## src/hw/rtl/ptfs_pkg.sv

```systemverilog
// ----------------------------------------------------------------------------
// ptfs_pkg
// Shared widths and helper functions for the prioritised truncated force sum.
// ----------------------------------------------------------------------------
package ptfs_pkg;

	localparam int FW   = 20;
	localparam int WW   = 16;
	localparam int MW   = 24;
	localparam int RW   = 25;
	localparam int SQW  = 2 * RW;
	localparam int DVW  = 45;
	localparam int CNTW = 5;

	localparam logic [FW-1:0] MAX_FORCE_RST = 20'd102400;

	function automatic logic [FW-1:0] abs_f(input logic signed [FW-1:0] v);
		abs_f = v[FW-1] ? (~v + 1'b1) : v;
	endfunction

	function automatic logic signed [FW-1:0] sat_add(input logic signed [FW-1:0] t,
		input logic [RW-1:0] mag, input logic neg);
		logic [26:0] m;
		logic [26:0] s;
		m = {2'b00, mag};
		s = {{7{t[FW-1]}}, t} + (neg ? (~m + 1'b1) : m);
		if ($signed(s) > 27'sd524287) begin
			sat_add = 20'sd524287;
		end else if ($signed(s) < -27'sd524288) begin
			sat_add = -20'sd524288;
		end else begin
			sat_add = s[FW-1:0];
		end
	endfunction

endpackage

```

## src/hw/rtl/ptfs_sqrt.sv

```systemverilog
// ----------------------------------------------------------------------------
// ptfs_sqrt
// Iterative integer square root, one result bit per cycle.
// ----------------------------------------------------------------------------
module ptfs_sqrt (
	input  logic                       clk,
	input  logic                       arst_n,
	input  logic                       start,
	input  logic [ptfs_pkg::SQW-1:0]   radicand,
	output logic                       done,
	output logic [ptfs_pkg::RW-1:0]    root
);
	import ptfs_pkg::*;

	logic [SQW-1:0]  rad_q;
	logic [RW:0]     rem_q;
	logic [RW-1:0]   root_q;
	logic [CNTW-1:0] cnt_q;
	logic            busy_q;
	logic            done_q;
	logic [RW+2:0]   r2;
	logic [RW+2:0]   trial;
	logic            ge;

	assign r2    = {rem_q, rad_q[SQW-1:SQW-2]};
	assign trial = {1'b0, root_q, 2'b01};
	assign ge    = (r2 >= trial);

	always_ff @(posedge clk or negedge arst_n) begin
		if (!arst_n) begin
			busy_q <= 1'b0;
			done_q <= 1'b0;
			cnt_q  <= '0;
		end else begin
			done_q <= 1'b0;
			if (start) begin
				busy_q <= 1'b1;
				cnt_q  <= '0;
			end else if (busy_q) begin
				cnt_q <= cnt_q + 1'b1;
				if (cnt_q == CNTW'(RW - 1)) begin
					busy_q <= 1'b0;
					done_q <= 1'b1;
				end
			end
		end
	end

	always_ff @(posedge clk) begin
		if (start) begin
			rad_q  <= radicand;
			rem_q  <= '0;
			root_q <= '0;
		end else if (busy_q) begin
			rad_q  <= {rad_q[SQW-3:0], 2'b00};
			rem_q  <= ge ? (RW+1)'(r2 - trial) : r2[RW:0];
			root_q <= {root_q[RW-2:0], ge};
		end
	end

	assign done = done_q;
	assign root = root_q;

endmodule

```

## src/hw/rtl/ptfs_div.sv

```systemverilog
// ----------------------------------------------------------------------------
// ptfs_div
// Restoring divider, one quotient bit per cycle, quotient below 2^25.
// ----------------------------------------------------------------------------
module ptfs_div (
	input  logic                       clk,
	input  logic                       arst_n,
	input  logic                       start,
	input  logic [ptfs_pkg::DVW-1:0]   dividend,
	input  logic [ptfs_pkg::RW-1:0]    divisor,
	output logic                       done,
	output logic [ptfs_pkg::RW-1:0]    quotient
);
	import ptfs_pkg::*;

	logic [RW-1:0]   rem_q;
	logic [RW-1:0]   dvd_q;
	logic [RW-1:0]   dsr_q;
	logic [RW-1:0]   quo_q;
	logic [CNTW-1:0] cnt_q;
	logic            busy_q;
	logic            done_q;
	logic [RW:0]     t;
	logic            ge;

	assign t  = {rem_q, dvd_q[RW-1]};
	assign ge = (t >= {1'b0, dsr_q});

	always_ff @(posedge clk or negedge arst_n) begin
		if (!arst_n) begin
			busy_q <= 1'b0;
			done_q <= 1'b0;
			cnt_q  <= '0;
		end else begin
			done_q <= 1'b0;
			if (start) begin
				busy_q <= 1'b1;
				cnt_q  <= '0;
			end else if (busy_q) begin
				cnt_q <= cnt_q + 1'b1;
				if (cnt_q == CNTW'(RW - 1)) begin
					busy_q <= 1'b0;
					done_q <= 1'b1;
				end
			end
		end
	end

	always_ff @(posedge clk) begin
		if (start) begin
			rem_q <= {{(2 * RW - DVW){1'b0}}, dividend[DVW-1:RW]};
			dvd_q <= dividend[RW-1:0];
			dsr_q <= divisor;
			quo_q <= '0;
		end else if (busy_q) begin
			rem_q <= ge ? RW'(t - {1'b0, dsr_q}) : t[RW-1:0];
			dvd_q <= {dvd_q[RW-2:0], 1'b0};
			quo_q <= {quo_q[RW-2:0], ge};
		end
	end

	assign done     = done_q;
	assign quotient = quo_q;

endmodule

```

## src/hw/rtl/priority_truncated_force_sum.sv

```systemverilog
// Paths: an item of a finished frame ends at the done check, one with no budget left after
// the square root of the total, one whose force fits the budget after a second square root
// and the add, and a scaled one after that and three divisions. Throughput: one word at a
// time; the next word is taken only once the result is registered, so items never overlap.
// Reset: asynchronous, active low; clears the total, the done mark and sets
// max_force to 400.0.
// ----------------------------------------------------------------------------
// priority_truncated_force_sum
// Prioritised truncated sum of weighted steering forces, sequenced over a
// shared multiplier, square root unit and divider.
// ----------------------------------------------------------------------------
module priority_truncated_force_sum (
	input  logic                            clk,
	input  logic                            arst_n,
	input  logic                            in_valid,
	output logic                            in_ready,
	input  logic                            frame_start,
	input  logic signed [ptfs_pkg::FW-1:0]  force_x,
	input  logic signed [ptfs_pkg::FW-1:0]  force_y,
	input  logic signed [ptfs_pkg::FW-1:0]  force_z,
	input  logic [ptfs_pkg::WW-1:0]         weight,
	output logic                            out_valid,
	input  logic                            out_ready,
	output logic signed [ptfs_pkg::FW-1:0]  total_x,
	output logic signed [ptfs_pkg::FW-1:0]  total_y,
	output logic signed [ptfs_pkg::FW-1:0]  total_z,
	output logic                            keep_going,
	input  logic                            cfg_we,
	input  logic [ptfs_pkg::FW-1:0]         cfg_data
);
	import ptfs_pkg::*;

	typedef enum logic [12:0] {
		ST_IDLE  = 13'b0000000000001,
		ST_CHK   = 13'b0000000000010,
		ST_TSQ   = 13'b0000000000100,
		ST_TGO   = 13'b0000000001000,
		ST_TWAIT = 13'b0000000010000,
		ST_WC    = 13'b0000000100000,
		ST_WSQ   = 13'b0000001000000,
		ST_WGO   = 13'b0000010000000,
		ST_WWAIT = 13'b0000100000000,
		ST_ADD   = 13'b0001000000000,
		ST_SCL   = 13'b0010000000000,
		ST_DGO   = 13'b0100000000000,
		ST_DWAIT = 13'b1000000000000
	} state_t;

	state_t                state_q;
	logic                  fin_q;
	logic [FW-1:0]         max_force_q;
	logic signed [FW-1:0]  tot_q [3];
	logic                  done_q;
	logic                  keep_q;
	logic signed [FW-1:0]  f_q [3];
	logic [WW-1:0]         w_q;
	logic [1:0]            idx_q;
	logic [MW-1:0]         m_q [3];
	logic [SQW-1:0]        acc_q;
	logic [FW-1:0]         left_q;
	logic [RW-1:0]         len_q;
	logic [43:0]           prod_q;
	logic                  ov_q;
	logic signed [FW-1:0]  ox_q;
	logic signed [FW-1:0]  oy_q;
	logic signed [FW-1:0]  oz_q;
	logic                  ok_q;

	logic [RW-1:0]  mul_a;
	logic [RW-1:0]  mul_b;
	logic [SQW-1:0] mul_p;
	logic [35:0]    wsum;
	logic           sq_start;
	logic           sq_done;
	logic [RW-1:0]  sq_root;
	logic           dv_start;
	logic           dv_done;
	logic [RW-1:0]  dv_quo;
	logic [DVW-1:0] dv_dividend;
	logic [25:0]    lft;
	logic           out_free;

	always_comb begin
		mul_a = '0;
		mul_b = '0;
		case (state_q)
			ST_TSQ: begin
				mul_a = RW'(abs_f(tot_q[idx_q]));
				mul_b = RW'(abs_f(tot_q[idx_q]));
			end
			ST_WC: begin
				mul_a = RW'(abs_f(f_q[idx_q]));
				mul_b = RW'(w_q);
			end
			ST_WSQ: begin
				mul_a = RW'(m_q[idx_q]);
				mul_b = RW'(m_q[idx_q]);
			end
			ST_SCL: begin
				mul_a = RW'(m_q[idx_q]);
				mul_b = RW'(left_q);
			end
			default: begin
				mul_a = '0;
				mul_b = '0;
			end
		endcase
	end

	assign mul_p       = mul_a * mul_b;
	assign wsum        = mul_p[35:0] + 36'd2048;
	assign sq_start    = (state_q == ST_TGO) || (state_q == ST_WGO);
	assign dv_start    = (state_q == ST_DGO);
	assign dv_dividend = {1'b0, prod_q} + DVW'(len_q[RW-1:1]);
	assign lft         = {6'b0, max_force_q} - {1'b0, sq_root};
	assign out_free    = !ov_q || out_ready;

	ptfs_sqrt u_sqrt (
		.clk      (clk),
		.arst_n   (arst_n),
		.start    (sq_start),
		.radicand (acc_q),
		.done     (sq_done),
		.root     (sq_root)
	);

	ptfs_div u_div (
		.clk      (clk),
		.arst_n   (arst_n),
		.start    (dv_start),
		.dividend (dv_dividend),
		.divisor  (len_q),
		.done     (dv_done),
		.quotient (dv_quo)
	);

	always_ff @(posedge clk or negedge arst_n) begin
		if (!arst_n) begin
			max_force_q <= MAX_FORCE_RST;
		end else if (cfg_we) begin
			max_force_q <= cfg_data;
		end
	end

	always_ff @(posedge clk or negedge arst_n) begin
		if (!arst_n) begin
			state_q <= ST_IDLE;
			fin_q   <= 1'b0;
			idx_q   <= '0;
			done_q  <= 1'b0;
			keep_q  <= 1'b0;
			ov_q    <= 1'b0;
			tot_q[0] <= '0;
			tot_q[1] <= '0;
			tot_q[2] <= '0;
		end else begin
			if (fin_q && out_free) begin
				fin_q  <= 1'b0;
				ov_q   <= 1'b1;
				done_q <= done_q || !keep_q;
			end else if (ov_q && out_ready) begin
				ov_q <= 1'b0;
			end
			unique case (state_q)
				ST_IDLE: begin
					if (in_valid && !fin_q) begin
						keep_q <= 1'b0;
						if (frame_start) begin
							tot_q[0] <= '0;
							tot_q[1] <= '0;
							tot_q[2] <= '0;
							done_q   <= 1'b0;
						end
						state_q <= ST_CHK;
					end
				end
				ST_CHK: begin
					idx_q <= '0;
					if (done_q) begin
						fin_q   <= 1'b1;
						state_q <= ST_IDLE;
					end else begin
						state_q <= ST_TSQ;
					end
				end
				ST_TSQ: begin
					idx_q <= idx_q + 1'b1;
					if (idx_q == 2'd2) begin
						state_q <= ST_TGO;
					end
				end
				ST_TGO: begin
					state_q <= ST_TWAIT;
				end
				ST_TWAIT: begin
					if (sq_done) begin
						idx_q <= '0;
						if (!lft[25] && (lft != '0)) begin
							state_q <= ST_WC;
						end else begin
							fin_q   <= 1'b1;
							state_q <= ST_IDLE;
						end
					end
				end
				ST_WC: begin
					idx_q <= (idx_q == 2'd2) ? 2'd0 : idx_q + 1'b1;
					if (idx_q == 2'd2) begin
						state_q <= ST_WSQ;
					end
				end
				ST_WSQ: begin
					idx_q <= idx_q + 1'b1;
					if (idx_q == 2'd2) begin
						state_q <= ST_WGO;
					end
				end
				ST_WGO: begin
					state_q <= ST_WWAIT;
				end
				ST_WWAIT: begin
					if (sq_done) begin
						idx_q <= '0;
						if ({5'b0, left_q} > sq_root) begin
							state_q <= ST_ADD;
						end else begin
							state_q <= ST_SCL;
						end
					end
				end
				ST_ADD: begin
					tot_q[0] <= sat_add(tot_q[0], RW'(m_q[0]), f_q[0][FW-1]);
					tot_q[1] <= sat_add(tot_q[1], RW'(m_q[1]), f_q[1][FW-1]);
					tot_q[2] <= sat_add(tot_q[2], RW'(m_q[2]), f_q[2][FW-1]);
					keep_q   <= 1'b1;
					fin_q    <= 1'b1;
					state_q  <= ST_IDLE;
				end
				ST_SCL: begin
					state_q <= ST_DGO;
				end
				ST_DGO: begin
					state_q <= ST_DWAIT;
				end
				ST_DWAIT: begin
					if (dv_done) begin
						tot_q[idx_q] <= sat_add(tot_q[idx_q], dv_quo, f_q[idx_q][FW-1]);
						idx_q <= idx_q + 1'b1;
						if (idx_q == 2'd2) begin
							fin_q   <= 1'b1;
							state_q <= ST_IDLE;
						end else begin
							state_q <= ST_SCL;
						end
					end
				end
				default: begin
					state_q <= ST_IDLE;
				end
			endcase
		end
	end

	always_ff @(posedge clk) begin
		if (in_valid && in_ready) begin
			f_q[0] <= force_x;
			f_q[1] <= force_y;
			f_q[2] <= force_z;
			w_q    <= weight;
		end
		if (state_q == ST_TSQ || state_q == ST_WSQ) begin
			acc_q <= (idx_q == 2'd0) ? mul_p : acc_q + mul_p;
		end
		if (state_q == ST_WC) begin
			m_q[idx_q] <= wsum[35:12];
		end
		if (state_q == ST_TWAIT && sq_done) begin
			left_q <= lft[FW-1:0];
		end
		if (state_q == ST_WWAIT && sq_done) begin
			len_q <= sq_root;
		end
		if (state_q == ST_SCL) begin
			prod_q <= mul_p[43:0];
		end
		if (fin_q && out_free) begin
			ox_q <= tot_q[0];
			oy_q <= tot_q[1];
			oz_q <= tot_q[2];
			ok_q <= keep_q;
		end
	end

	assign in_ready   = (state_q == ST_IDLE) && !fin_q;
	assign out_valid  = ov_q;
	assign total_x    = ox_q;
	assign total_y    = oy_q;
	assign total_z    = oz_q;
	assign keep_going = ok_q;

endmodule

```

## config.mk

```make
export PLATFORM = sky130hd
export DESIGN_NAME = priority_truncated_force_sum
export DESIGN_NICKNAME = d
export VERILOG_FILES = /design/src/hw/rtl/ptfs_pkg.sv /design/src/hw/rtl/ptfs_sqrt.sv /design/src/hw/rtl/ptfs_div.sv /design/src/hw/rtl/priority_truncated_force_sum.sv
export SDC_FILE = /design/constraint.sdc
export NUM_CORES = 2
export LEC_CHECK = 0
export ABC_AREA = 1
export BUFFER_PORTS_ARGS = -buffer_cell sky130_fd_sc_hd__buf_2
export CAP_MARGIN = 20
export CORE_ASPECT_RATIO = 1.25
export CORE_MARGIN = 5
export CORE_UTILIZATION = 35
export CTS_CLUSTER_SIZE = 20
export DETAILED_ROUTE_END_ITERATION = 10
export GPL_ROUTABILITY_DRIVEN = 0
export PLACE_DENSITY_LB_ADDON = 0.25
export SLEW_MARGIN = 20
export SYNTH_ARGS = -nofsm -noshare
export SYNTH_HDL_FRONTEND = slang
export SYNTH_SLANG_ARGS = --single-unit
export TNS_END_PERCENT = 100
```

## constraint.sdc

```tcl
create_clock -name clk -period 23.2 [get_ports clk]
set_input_delay 4.64 -clock clk [delete_from_list [all_inputs] [get_ports clk]]
set_output_delay 4.64 -clock clk [all_outputs]
set_load 0.01 [all_outputs]
```

==> key figures <==
Timing
  – Slew @ Worst Pin: about 1.1 ns
  – Final Max Slew Viols: 0
  – # setup viols final: 0
  – Highest Clock Rate: 77.1 MHz
  – Relative slew slack: about a quarter
  – Worst hold slack: 0.431 ns
  – Setup Skew: 0.0773 ns
  – Setup_tns: 0 ns
  – Post-route setup slack: 10.23 ns
  – Final period util: about 56%
  – Minimum clock period: 12.97 ns
  – RSZ-0062 raised after global routing: false
  – Final hold vios: 0

Yosys
  – Syn Nets: 10300
  – Post-synthesis sequential area ratio: 27.9%
  – Asr flop ratio synth: between 10% and 20%
  – Yosys warning count: 0
  – Post-synth top flop: edfxtp_1
  – Post-synth EDFFs: 492
  – Post-synthesis register bit count: 686
  – Main combinational cell family by area after synthesis: simple AND/OR/NAND/NOR gates
  – Syn Area/Cell: 7.49 um^2
  – Synth area leader: edfxtp_1
  – Yosys top cell area share: 21.4%
  – Syn Std Cell Area: 0.0690 mm^2
  – Top cells by area, synth: edfxtp_1, fa_1, nand2_1
  – Synth Area in Simple Gates: approximately a quarter
  – Mux contribution to synthesized area: 0.294%
  – Mapped Cells: 9206
  – Area share of fa/ha/maj cells after synthesis: a little under a quarter
  – Post-Synth XOR/XNOR Area: 3.81%
  – Compound-gate portion of the synthesized area: about a tenth
  – Netlist cell types: slightly above 80

Clocking
  – Post-CTS setup buffers: 0
  – CTS buffer count: 77
  – Clk_lat worst skew: approximately 0.74 ns
  – Post-cts hold buffer count: 0
  – Clock tree sinks: 686
  – CTS resizes: 0
  – Clock Pin Slew Worst Setup and Hold Paths: around 0.060 ns
  – CTS Root Cell: clkbuf_16
  – Clock tree buffer depth: 3
  – CTS tree: yes
  – H-tree depth: 3

Die
  – I/O Pins: 165
  – Die height: 506 um
  – Initial Utilization: between 30% and 40%
  – Row count: 182
  – Die X: about 400 um
  – Core footprint: 0.197 mm^2
  – Die ar.: 0.206 mm^2

Detailed routing
  – Via count: 62600
  – Iter 0 DRT Violations: 5541
  – Metal1 wirelength: slightly below 100 mm
  – Met2 routed WL: 119 mm
  – Drt total wl: 257 mm
  – First drt pass iteration count: 8
  – Max Used Layer: met5
  – Post-route ant nets: 0
  – Avg Vias per Cell: 5.24
  – Wire length per cell: 21.5 um
  – Met3 WL: 17.6 mm
  – Drc violations: 0

Layout
  – Final Net Count: 10400
  – Fill cell count: around 20000
  – Area growth syn-to-layout: 9.20%
  – Share of post-route cells with drive strength above 1: 5.97%
  – Non-Filler Instances: 11900

Worst setup path
  – Crit-path slowest cell: inv_1
  – Crit Path Max Fanout: 35
  – Crit path kind: reg2reg
  – Worst setup EP type: flop
  – Worst setup startpoint: idx_q[0]
  – Critical Path RT: approximately 24 ns
  – Critical R2R Launch: idx_q[0]
  – CP Capture Point: acc_q[48]
  – CP peak stage delay: 0.88 ns
  – Flop2flop setup slack: 10.23 ns
  – Worst Path Arrival: 13.41 ns
  – Startpoint Class: flop
  – Crit Reg-Reg Endpoint: acc_q[48]
  – R2R depth: 40

Power and ir drop
  – PD cells: 91.9 mW/mm^2
  – VDD IR-drop max: ~0.12 mV
  – Final Power: roughly 6.9 mW
  – Static Leak: between 30 and 40 nW

Run status
  – Status: finished clean

Min path
  – Worst min path class: reg2reg

Place
  – DP HPWL: just over 200 mm
  – Post-place setup slack: 10.62 ns
  – Port bufs: roughly 160
  – Placed Cells incl. Taps: 11800

GRT
  – Initial antenna violation count: 11
  – Largest net degree at the start of global routing: 87
  – Vias in the first global route: 61900
  – Global-route wire length before repair: 381 mm
  – GR Overflow Total: 0
  – GRT Total Usage: between 20% and 30%

Flow run
  – Max Cap Viol: 0
==> final cells by class <==
| cell class | instances | area, um^2 | area share (%) |
|---|---|---|---|
| antenna | 5 | 12.5 | 0.0166 |
| clock buffer | 98 | 2110 | 2.80 |
| clock inverter | 46 | 696 | 0.923 |
| inverter | 1712 | 6440 | 8.54 |
| multi-input combinational | 6578 | 42200 | 56.0 |
| sequential | 686 | 19200 | 25.5 |
| tap | 2576 | 3220 | 4.28 |
| timing repair buffer | 247 | 1450 | 1.92 |
==> power by group <==
part,switching [mW],total [mW],internal (mW)
clock,0.579,1.35,0.773
combinational,2.80,3.85,1.06
sequential,0.164,1.72,1.55
==> metrics by stage <==
| stage | utilization (%) | instance area, um^2 |
|---|---|---|
| 3_3_place_gp | 36.9 | 72500 |
| 3_5_place_dp | 36.9 | 72500 |
| 4_1_cts | 38.3 | 75300 |
| 6_report | 38.3 | 75300 |
| 2_1_floorplan | - | 69000 |
| 5_1_grt | 38.3 | 75300 |
==> kinds of logic (layout without fill, tap and decap cells) <==
logic type | count (synthesis) | count (layout)
compound gates | 1219 | 1219
xor+xnor | 298 | 298
fa+ha+maj | 962 | 962
buf+inv | 1942 | 2103
flops | 686 | 686
mux | 18 | 18
other cells | 0 | 5
simple gates | 4081 | 4081
==> cell usage in the layout, fill, tap and decap left out, types with 12 or more instances in the layout <==
| cell type | instances |
|---|---|
| o21ai_0 | 397 |
| fa_1 | 492 |
| ha_1 | 469 |
| dfrtp_1 | 108 |
| nand2_1 | 2576 |
| nand3_1 | 370 |
| nor4_1 | 19 |
| nor2_1 | 804 |
| nand3b_1 | 18 |
| clkbuf_1 | 12 |
| o22ai_1 | 53 |
| a21oi_1 | 487 |
| xor2_1 | 198 |
| or2_2 | 30 |
| inv_2 | 41 |
| o21bai_1 | 25 |
| nand4_1 | 101 |
| o21a_1 | 21 |
| a21o_1 | 28 |
| nor3_1 | 81 |
| a31oi_1 | 54 |
| a221oi_1 | 13 |
| nor2_2 | 25 |
| inv_1 | 1662 |
| buf_4 | 83 |
| a21boi_1 | 12 |
| buf_2 | 163 |
| mux2_2 | 18 |
| o211ai_1 | 23 |
| clkbuf_16 | 78 |
| xnor2_1 | 98 |
| edfxtp_1 | 492 |
| o21ai_1 | 20 |
| dfxtp_1 | 81 |
==> state kept, by name (all words and copies together) (netlist names), 2 cells and up <==
| register | cells |
|---|---|
| tot_q | 60 |
| u_sqrt.rem_q | 26 |
| f_q | 60 |
| left_q | 20 |
| len_q | 25 |
| w_q | 16 |
| state_q | 13 |
| u_sqrt.rad_q | 50 |
| max_force_q | 20 |
| u_div.dsr_q | 25 |
| u_div.rem_q | 25 |
| prod_q | 44 |
| u_div.quotient | 25 |
| u_div.cnt_q | 5 |
| total_y | 20 |
| m_q | 96 |
| acc_q | 50 |
| total_z | 20 |
| u_div.dvd_q | 25 |
| u_sqrt.cnt_q | 5 |
| u_sqrt.root | 25 |
| idx_q | 2 |
| total_x | 20 |
==> cells in the mapped netlist, types with 86 or more instances <==
| master | number |
|---|---|
| a21oi_1 | 488 |
| buf_2 | 86 |
| clkbuf_1 | 86 |
| dfrtp_1 | 109 |
| edfxtp_1 | 492 |
| fa_1 | 492 |
| ha_1 | 470 |
| inv_1 | 1665 |
| nand2_1 | 2578 |
| nand3_1 | 370 |
| nand4_1 | 101 |
| nor2_1 | 814 |
| o21ai_0 | 397 |
| xnor2_1 | 98 |
| xor2_1 | 198 |
==> routing by layer <==
layer  up-vias  GRT usage, %
met1     29900          29.2
li1      29300             -
met3       703          3.38
met2      2673          40.5
met5         -             0
met4        12          16.9
==> worst min path at each step <==
stage / startpoint / end / slack, ns / cells after the start
after floorplan: len_q[0] / u_div.dsr_q[0] / 0.40 / 0
after global placement: u_sqrt.root[3] / len_q[3] / 0.41 / 0
after detailed placement: u_sqrt.root[11] / len_q[11] / 0.42 / 0
after CTS: u_sqrt.root[11] / len_q[11] / 0.43 / 0
after global routing: u_sqrt.root[2] / len_q[2] / 0.45 / 0
final: u_sqrt.root[11] / len_q[11] / 0.43 / 0
==> worst max-delay path: cells and delay by family, from the launching register on <==
kind,cells,cell delay (ns)
AOI/OAI and AO/OA,8,1.47
xor gates and xnor gates,1,0.53
adders and majority gates,9,4.61
buffers and inverters,9,2.99
DFF,1,0.83
and+or+nand+nor,13,2.18
No activity file was read; power rests on OpenSTA's default activity.
